[src/rtl/bir_pkg.sv]
// Shared types, constants and codes for the bilinear image resize block.
`default_nettype none
package bir_pkg;

  localparam int COORD_W    = 12;
  localparam int SCALE_W    = 26;
  localparam int SIZE_W     = 10;
  localparam int CH_W       = 8;
  localparam int PIX_W      = 3 * CH_W;
  localparam int POS_FRAC   = 17;
  localparam int T_W        = COORD_W + 1 + SCALE_W;
  localparam int IP_W       = T_W - POS_FRAC;
  localparam int FRAC_MAX   = 20;
  localparam int CFG_ADDR_W = 8;
  localparam int CFG_DATA_W = 32;

  localparam int MAX_SRC_WIDTH_DEF  = 512;
  localparam int MAX_SRC_HEIGHT_DEF = 512;
  localparam int FRAC_BITS_DEF      = 16;

  localparam logic [SIZE_W-1:0]  SRC_WIDTH_RST  = SIZE_W'(512);
  localparam logic [SIZE_W-1:0]  SRC_HEIGHT_RST = SIZE_W'(512);
  localparam logic [SCALE_W-1:0] SCALE_RST      = SCALE_W'(65536);

  typedef logic [PIX_W-1:0] pixel_t;

  typedef enum logic {
    OP_LOAD  = 1'b0,
    OP_QUERY = 1'b1
  } op_t;

  typedef enum logic [CFG_ADDR_W-1:0] {
    REG_SRC_WIDTH  = 8'd0,
    REG_SRC_HEIGHT = 8'd1,
    REG_X_SCALE    = 8'd2,
    REG_Y_SCALE    = 8'd3
  } cfg_reg_t;

  // per-stage load enables: a scale multiply, b coordinate map, c store read,
  // d horizontal blend, e vertical blend / output
  typedef struct packed {
    logic a;
    logic b;
    logic c;
    logic d;
    logic e;
  } stage_en_t;

endpackage
`default_nettype wire

[src/rtl/bir_coord.sv]
// One axis of the coordinate map: scale multiply, then clamp to neighbor indices and fraction.
`default_nettype none
module bir_coord #(
  parameter int MAX_SIZE  = bir_pkg::MAX_SRC_WIDTH_DEF,
  parameter int FRAC_BITS = bir_pkg::FRAC_BITS_DEF
) (
  input  logic                             clk,
  input  bir_pkg::stage_en_t               en,
  input  logic [bir_pkg::COORD_W-1:0]      dst,
  input  logic [bir_pkg::SCALE_W-1:0]      scale,
  input  logic [bir_pkg::SIZE_W-1:0]       size_cfg,
  output logic [$clog2(MAX_SIZE)-1:0]      lo,
  output logic [$clog2(MAX_SIZE)-1:0]      hi,
  output logic [FRAC_BITS-1:0]             frac
);
  import bir_pkg::*;

  localparam int IW = $clog2(MAX_SIZE);
  localparam logic [T_W-1:0]  HALF    = T_W'(1) << (POS_FRAC - 1);
  localparam logic [IP_W-1:0] MAX_EXT = IP_W'(MAX_SIZE);

  logic [T_W-1:0]       t_nxt, t_r, p;
  logic [IP_W-1:0]      ip, size_ext, eff, last;
  logic [FRAC_MAX-1:0]  fext;
  logic                 neg, at_edge;
  logic [IW-1:0]        lo_nxt, hi_nxt, lo_r, hi_r;
  logic [FRAC_BITS-1:0] frac_nxt, frac_r;

  // (2d+1)*scale, position in Q.17 plus one half
  always_comb begin
    t_nxt = T_W'({dst, 1'b1}) * T_W'(scale);
  end

  always_ff @(posedge clk) begin
    if (en.a) begin
      t_r <= t_nxt;
    end
  end

  always_comb begin
    neg      = t_r < HALF;
    p        = t_r - HALF;
    ip       = p[T_W-1:POS_FRAC];
    fext     = {p[POS_FRAC-1:0], (FRAC_MAX - POS_FRAC)'(0)};
    size_ext = IP_W'(size_cfg);
    if (size_cfg == '0) begin
      eff = IP_W'(1);
    end else if (size_ext > MAX_EXT) begin
      eff = MAX_EXT;
    end else begin
      eff = size_ext;
    end
    last    = eff - IP_W'(1);
    at_edge = ip >= last;
    if (neg) begin
      lo_nxt   = '0;
      hi_nxt   = '0;
      frac_nxt = '0;
    end else if (at_edge) begin
      lo_nxt   = IW'(last);
      hi_nxt   = IW'(last);
      frac_nxt = '0;
    end else begin
      lo_nxt   = IW'(ip);
      hi_nxt   = IW'(ip) + IW'(1);
      frac_nxt = fext[FRAC_MAX-1 -: FRAC_BITS];
    end
  end

  always_ff @(posedge clk) begin
    if (en.b) begin
      lo_r   <= lo_nxt;
      hi_r   <= hi_nxt;
      frac_r <= frac_nxt;
    end
  end

  assign lo   = lo_r;
  assign hi   = hi_r;
  assign frac = frac_r;

endmodule
`default_nettype wire

[config.mk]
export PLATFORM = sky130hd
export DESIGN_NAME = bir_coord
export DESIGN_NICKNAME = d
export VERILOG_FILES = /design/src/rtl/bir_pkg.sv /design/src/rtl/bir_coord.sv
export SDC_FILE = /design/constraint.sdc
export NUM_CORES = 1
export LEC_CHECK = 0
export ABC_AREA = 1
export BUFFER_PORTS_ARGS = -buffer_cell sky130_fd_sc_hd__buf_2
export CAP_MARGIN = 15
export CORE_AREA = 2 2 197 199
export DETAILED_ROUTE_END_ITERATION = 12
export DIE_AREA = 0 0 199 201
export SYNTH_ARGS = -nofsm -noshare
export SYNTH_HDL_FRONTEND = slang
export SYNTH_SLANG_ARGS = --single-unit
[constraint.sdc]
create_clock -name clk -period 7.6 [get_ports clk]
set_input_delay 1.14 -clock clk [delete_from_list [all_inputs] [get_ports clk]]
set_output_delay 1.14 -clock clk [all_outputs]
set_load 0.02 [all_outputs]
# [Word level (Yosys, flattened, before mapping)]
# Cells that the tools add are included.
[op_classes] add_sub_neg=3 multipliers=1 div=0 n_lt_le_gt_ge=3 n_eq_ne=0 shift=0 mux=4 bitwise_logic=0 n_reduce_logical=2
[op_table] operator="39-bit by 17-bit < comparator with 1-bit output (second input constant)" count=1
[op_table] operator="13-bit by 26-bit multiplier with 39-bit output" count=1
[op_table] operator="39-bit by 17-bit subtractor with 39-bit output (second input constant)" count=1
[op_table] operator="22-bit >= comparator" count=1
[op_table] operator="22-bit by 1-bit subtractor with 22-bit output (second input constant)" count=1
[op_table] operator="10-bit two-way mux" count=2
[op_table] operator="9-bit two-way mux" count=2
[op_table] operator="10-bit > comparator (second input constant)" count=1
[op_table] operator="10-bit logical NOT" count=1
[op_table] operator="9-bit by 1-bit adder with 9-bit output (second input constant)" count=1
[op_table] operator="2-bit OR reduction" count=1
[word_totals] reg_bits=73 latchBits=0 ram_bits=0 romBits=0 in_bits=54 out_inout_bits=34 elab_cells=17 n_memories=0

# [Logic depth before layout (Yosys ltp)]
# Gate-level depths: netlist of the first run.
[depth] word_depth=6 mapped_depth=25 depth_no_buf=24

# [Worst setup path before layout of the first run]
# OpenSTA, ideal clock, no wires.
[synth_timing] kind="input port to flip-flop" from="in dst[6] (netlist bit)" to="reg t_r[36] (data pin)" setup_time_ns=0.252 arrival_time_ns=5.631 required_time_ns=7.348 slack_ns=1.716 stages=19 path_buffers=2 cell_sequence="clkbuf_1 > clkbuf_1 > nand2_1 > fa_1 > inv_1 > fa_1 > fa_1 > fa_1 > inv_1 > fa_1 > inv_1 > ha_1 > nand2_1 > nor2_1 > nand2_1 > o21ai_0 > nand2_1 > nand3_1 > nand2_1"
[synth_via] elab_chain_cells=1
[synth_rtl] element="start: declaration" line_no="bir_coord.sv:9" source="input logic [bir_pkg::COORD_W-1:0] dst,"
[synth_rtl] element="13-bit by 26-bit multiplier with 39-bit output" line_no="bir_coord.sv:31" source="t_nxt = T_W'({dst, 1'b1}) * T_W'(scale);"
[synth_rtl] element="net t_nxt[36]" line_no="bir_coord.sv:22" source="logic [T_W-1:0] t_nxt, t_r, p;"
[synth_rtl] element="end signal: assignment" line_no="bir_coord.sv:36" source="t_r <= t_nxt;"
[synth_rtl] element="end: declaration" line_no="bir_coord.sv:22"
# The timed path passes the listed nets, and every way through them passes these cells.
# A chain may end at the register's enable or synchronous reset.

# [Worst setup path after layout of the first run]
[layout_timing] from="in dst[7] (netlist bit)" to="reg t_r[36] (data pin)"
# Same word-level chain as after synthesis.

==> results.yml, run 1 <==
floorplanning:
  dieArea_um2: 40000
  start_util_pct: 39.3
  core_area_um2: 38100
  die_h_um: 201
  die_w_um: 199
  row_count: 72
  io_pins: 88
logic_synthesis:
  synth_warnings: 0
  async_reset_ff_share_pct: 0
  synth.largest_area_cell: "fa_1"
  synth_cell_types: 44
  syn_area_per_cell_um2: 7.89
  synth_top_area_share_pct: 35.3
  synth_area_um2: 15000
  synth_edf_count: 72
  synth_common_cells: "inv_1, nand2_1, fa_1, ha_1, nor2_1"
  syn_inst: 1895
  synth.area.top_cells: "fa_1, edfxtp_1, inv_1"
  synthFlopType: "edfxtp_1"
  synth-seq-cells: 72
  ys_seq_area_share_pct: 14.5
clock_tree:
  clockBufferDepth: 2
  insertion_delay_ps: 320
  cts_tree: "done"
  root_buffer: "clkbuf_16"
  clkTransAtPathRegs_ps: 50
  cts_setup_buffers: 0
  cts_sinks: 72
  cts.repair.resized: 0
  hold_buffers: 0
  cts-buffers-inserted: 9
  cts_max_level: 3
place:
  placed_cell_area_um2: 15800
  hpwlAfterDp_um: 29300
  placedCellCount: 2439
  gp_congestion: 0.851
  portBuffers: 84
timing:
  worst_pin_slew_ps: 784
  rsz0062_at_grt: "no"
  hold_violations: 0
  min_period_over_period_pct: 81.1
  period_needed_ps: 6170
  slew_violations: 0
  fin_tns_setup_ps: 0
  relSlewSlack_pct: 47.7
  clock_skew_ps: 6.61
  max_freq_ghz: 0.162
  setup_violations: 0
final_layout:
  layout.nets: 2359
  fin_cells: 2454
  drive_above_1_share_pct: 5.94
  n_antenna_cell: 0
  area_growth_pct: 7.54
  post-route-util_pct: 42.2
  stdcell_area_um2: 16100
flow_run:
  cap_viol_max_count: 0
detailed_routing:
  avgViaCountPerCell: 4.77
  vias: 11700
  avgRoutedWirePerCell_um: 14.6
  firstDrtPassIters: 5
  drtAntennaViolNets: 0
  route.detailed.drc: 0
  drtIter0Drc: 594
  routed_wl_um: 35700
critical_path:
  critPathLaunchType: "input port"
  cp_max_fo: 26
  arrival_ps: 6240
  worstPathRequired_ps: 7670
  cp-end-kind: "register"
  crit_type: "input port to register"
run_status:
  run_status: "finished, final reports clean"
global_route:
  grt_pass1_vias: 12700
  grt_max_degree: 39
  grt_usage_pct: 19.1
  antenna_found_initial: 0
  grt-ovfl-total: 0
  grt_pass1_wl_um: 61400
hold_path:
  min_path_type: "register to register"
## logic make-up (layout without fill, tap and decap cells)
| kind of cell | count (synthesis) | in the layout | synth area share [%] |
|---|---|---|---|
| and+or+nand+nor | 702 | 702 | 19.1 |
| AOI/OAI and AO/OA | 124 | 124 | 4.68 |
| DFF | 72 | 72 | 14.5 |
| adders and majority gates | 373 | 373 | 44.4 |
| other | 1 | 7 | 0.0251 |
| buffers and inverters | 577 | 612 | 14.6 |
| xor gates and xnor gates | 46 | 46 | 2.69 |
## metrics by stage
stage | worst slack (ps) | hold slack (ps)
floorplan | 1720 | 519
global placement | 1070 | 536
detailed placement | 1050 | 532
CTS | 1390 | 543
global route | 1070 | 579
finish | 1430 | 541
## cell type report
| class | instances | area [um^2] |
|---|---|---|
| multi-input cells | 1252 | 10600 |
| clock inverters | 6 | 60.1 |
| fillers | 3870 | 22000 |
| flip-flops and latches | 72 | 2160 |
| repair buffers | 84 | 420 |
| well taps | 518 | 648 |
| inverters | 513 | 1930 |
| clock buffers | 9 | 225 |
## critical path, stage by stage
cell and delay [ps]:
buf_2 540, nand2_1 160, fa_1 540, inv_1 50
fa_1 500, fa_1 530, fa_1 550, inv_1 60
fa_1 540, inv_1 60, ha_1 370, nand2_1 110
nor2_1 190, nand2_1 70, o21ai_0 470, nand2_1 160
nand3_1 120, nand2_1 60
## final timing paths
path,from,to,slack (ps),cells after the start
worst max-delay path,dst[7],t_r[36],1430,18
worst min-delay path,t_r[10],frac[9],540,2
worst max register to register,t_r[16],lo[6],3850,18
worst min register to register,t_r[10],frac[9],540,2
## flip-flops by register name, summed over array words and instances (netlist names)
register / count
t_r: 38
frac: 16
hi: 9
lo: 9
## metal layers
metal  GRT usage, %  share of wire, %  up-vias
met4           4.08               1.8        0
met2           34.4                50      319
met1           24.7                43     5738
met5              0                 0        -
li1               -                 -     5598
met3           1.85               5.3       49
## layout by cell type (no fill, tap or decap), types with 34 or more instances in the layout
cell type / count
a21oi_1: 58
buf_2: 84
edfxtp_1: 72
fa_1: 264
ha_1: 109
inv_1: 511
nand2_1: 511
nand3_1: 43
nor2_1: 99
o21ai_0: 36
xor2_1: 34
Power of run 1 is not shown: default switching activity piles up to over one toggle a cycle in this logic, so the estimate is an artifact.
==> run 2, diff against run 1 <==
==> constraint.sdc (replaced) <==
create_clock -name clk -period 6.45 [get_ports clk]
set_input_delay 0.9675 -clock clk [delete_from_list [all_inputs] [get_ports clk]]
set_output_delay 0.9675 -clock clk [all_outputs]
set_load 0.02 [all_outputs]
==> results.yml, run 2 (synthesis results as in run 1) <==
run_status:
  run_status: "finished, final reports clean"
critical_path:
  cp_top_family: "adder cells"
  worstReg2RegEnd: "lo[6]"
  crit_type: "input port to register"
  crit_slowest_cell: "fa_1"
  arrival_ps: 5940
  reg2reg_slack_ps: 2630
  path_cells: "buf_2 -> nand2_1 -> fa_1 -> inv_1 -> fa_1 -> fa_1 -> fa_1 -> inv_1 -> fa_1 -> inv_1 -> ha_1 -> a21oi_1 -> o21ai_0 -> a21boi_0 -> o21a_1 -> nand2_1 -> nand2_1 -> nand2_1"
  max_stage_delay_ps: 580
  path_buf_inv: 4
  path_common_cell: "fa_1"
  cp_max_fo: 26
  worstPathRequired_ps: 6530
  critPathLaunch: "dst[6]"
  critPathLaunchType: "input port"
  r2r-start: "t_r[16]"
  cp-end-kind: "register"
  rr_worst_depth: 18
detailed_routing:
  routed_wl_um: 35700
  avgViaCountPerCell: 4.72
  route.detailed.drc: 0
  firstDrtPassIters: 5
  vias: 11700
  avgRoutedWirePerCell_um: 14.4
  drtAntennaViolNets: 0
  drtIter0Drc: 564
timing:
  period_needed_ps: 5870
  clock_skew_ps: 6.16
  max_freq_ghz: 0.170
  fin_tns_setup_ps: 0
  slew_violations: 0
  rsz0062_at_grt: "no"
  relSlewSlack_pct: 45.9
  hold_violations: 0
  worst_pin_slew_ps: 811
  setup_violations: 0
  min_period_over_period_pct: 91.0
final_layout:
  layout.nets: 2374
  regMostFlops: "t_r"
  largest_reg_flops: 38
  area_growth_pct: 8.77
  fillers: 3894
  n_antenna_cell: 0
  drive_above_1_share_pct: 6.76
  layout_common_cells: "nand2_1, inv_1, fa_1"
clock_tree:
  cts_max_level: 3
  root_buffer: "clkbuf_16"
  cts.repair.resized: 0
  cts_setup_buffers: 0
  cts_tree: "done"
  cts_sinks: 72
  insertion_delay_ps: 330
  hold_buffers: 0
  clockBufferDepth: 2
  clkTransAtPathRegs_ps: 60
  cts-buffers-inserted: 9
floorplanning:
  row_count: 72
  dieArea_um2: 40000
  io_pins: 88
  start_util_pct: 39.3
  core_area_um2: 38100
  die_h_um: 201
  die_w_um: 199
place:
  portBuffers: 84
  hpwlAfterDp_um: 29600
  gp_congestion: 0.855
global_route:
  grt_max_degree: 39
  antenna_found_initial: 0
  grt_pass1_wl_um: 61100
  grt_pass1_vias: 12400
  grt-ovfl-total: 0
  grt_usage_pct: 19.0
hold_path:
  min_path_type: "register to register"
  min_path_cells: 2
  hold_start: "t_r[5]"
  hold-path-endpoint: "frac[4]"
flow_run:
  cap_viol_max_count: 0
-- run 2: per-stage QoR --
step	instance area (um^2)	hold WS (ps)	worst slack [ps]	instances	utilization [%]
finish	16300	554	583	2470	42.7
global route	16300	594	206	2470	42.7
CTS	16300	559	560	2470	42.7
detailed placement	16000	547	228	2454	41.9
global placement	16000	539	290	2454	41.9
floorplan	15000	519	739	1901	-
-- run 2: worst max-delay path by stage --
stage | cells past startpoint | slack [ps] | end
after global placement | 18 | 290 | t_r[33]
after detailed placement | 18 | 230 | t_r[33]
after CTS | 18 | 560 | t_r[33]
after floorplan | 19 | 740 | t_r[36]
final | 18 | 580 | t_r[36]
after global routing | 18 | 210 | t_r[37]
-- run 2: per-layer routing --
| metal | up-vias | GRT usage (%) | routed length (um) |
|---|---|---|---|
| met4 | 0 | 5.01 | 835 |
| met1 | 5659 | 25.6 | 16200 |
| met3 | 53 | 1.71 | 1410 |
| li1 | 5645 | - | - |
| met5 | - | 0 | 0 |
| met2 | 300 | 32.9 | 17200 |
-- run 2: worst register-to-register path, delay by kind of cell, from the launching register on --
| family | cells | cell delay [ps] |
|---|---|---|
| and+or+nand+nor | 12 | 2170 |
| adders and majority gates | 2 | 480 |
| DFF | 1 | 440 |
| AOI/OAI and AO/OA | 2 | 210 |
| xor gates and xnor gates | 1 | 150 |
| buffers and inverters | 1 | 90 |
-- run 2: layout make-up --
class / count / area, um^2 / share of cell area (%)
well taps: 518 / 648 / 3.98
multi-input cells: 1252 / 10600 / 65.4
repair buffers: 99 / 571 / 3.51
inverters: 513 / 1930 / 11.9
clock buffers: 10 / 229 / 1.41
flip-flops and latches: 72 / 2160 / 13.3
clock inverters: 6 / 90.1 / 0.554
Power of run 2 is left out for the same reason.
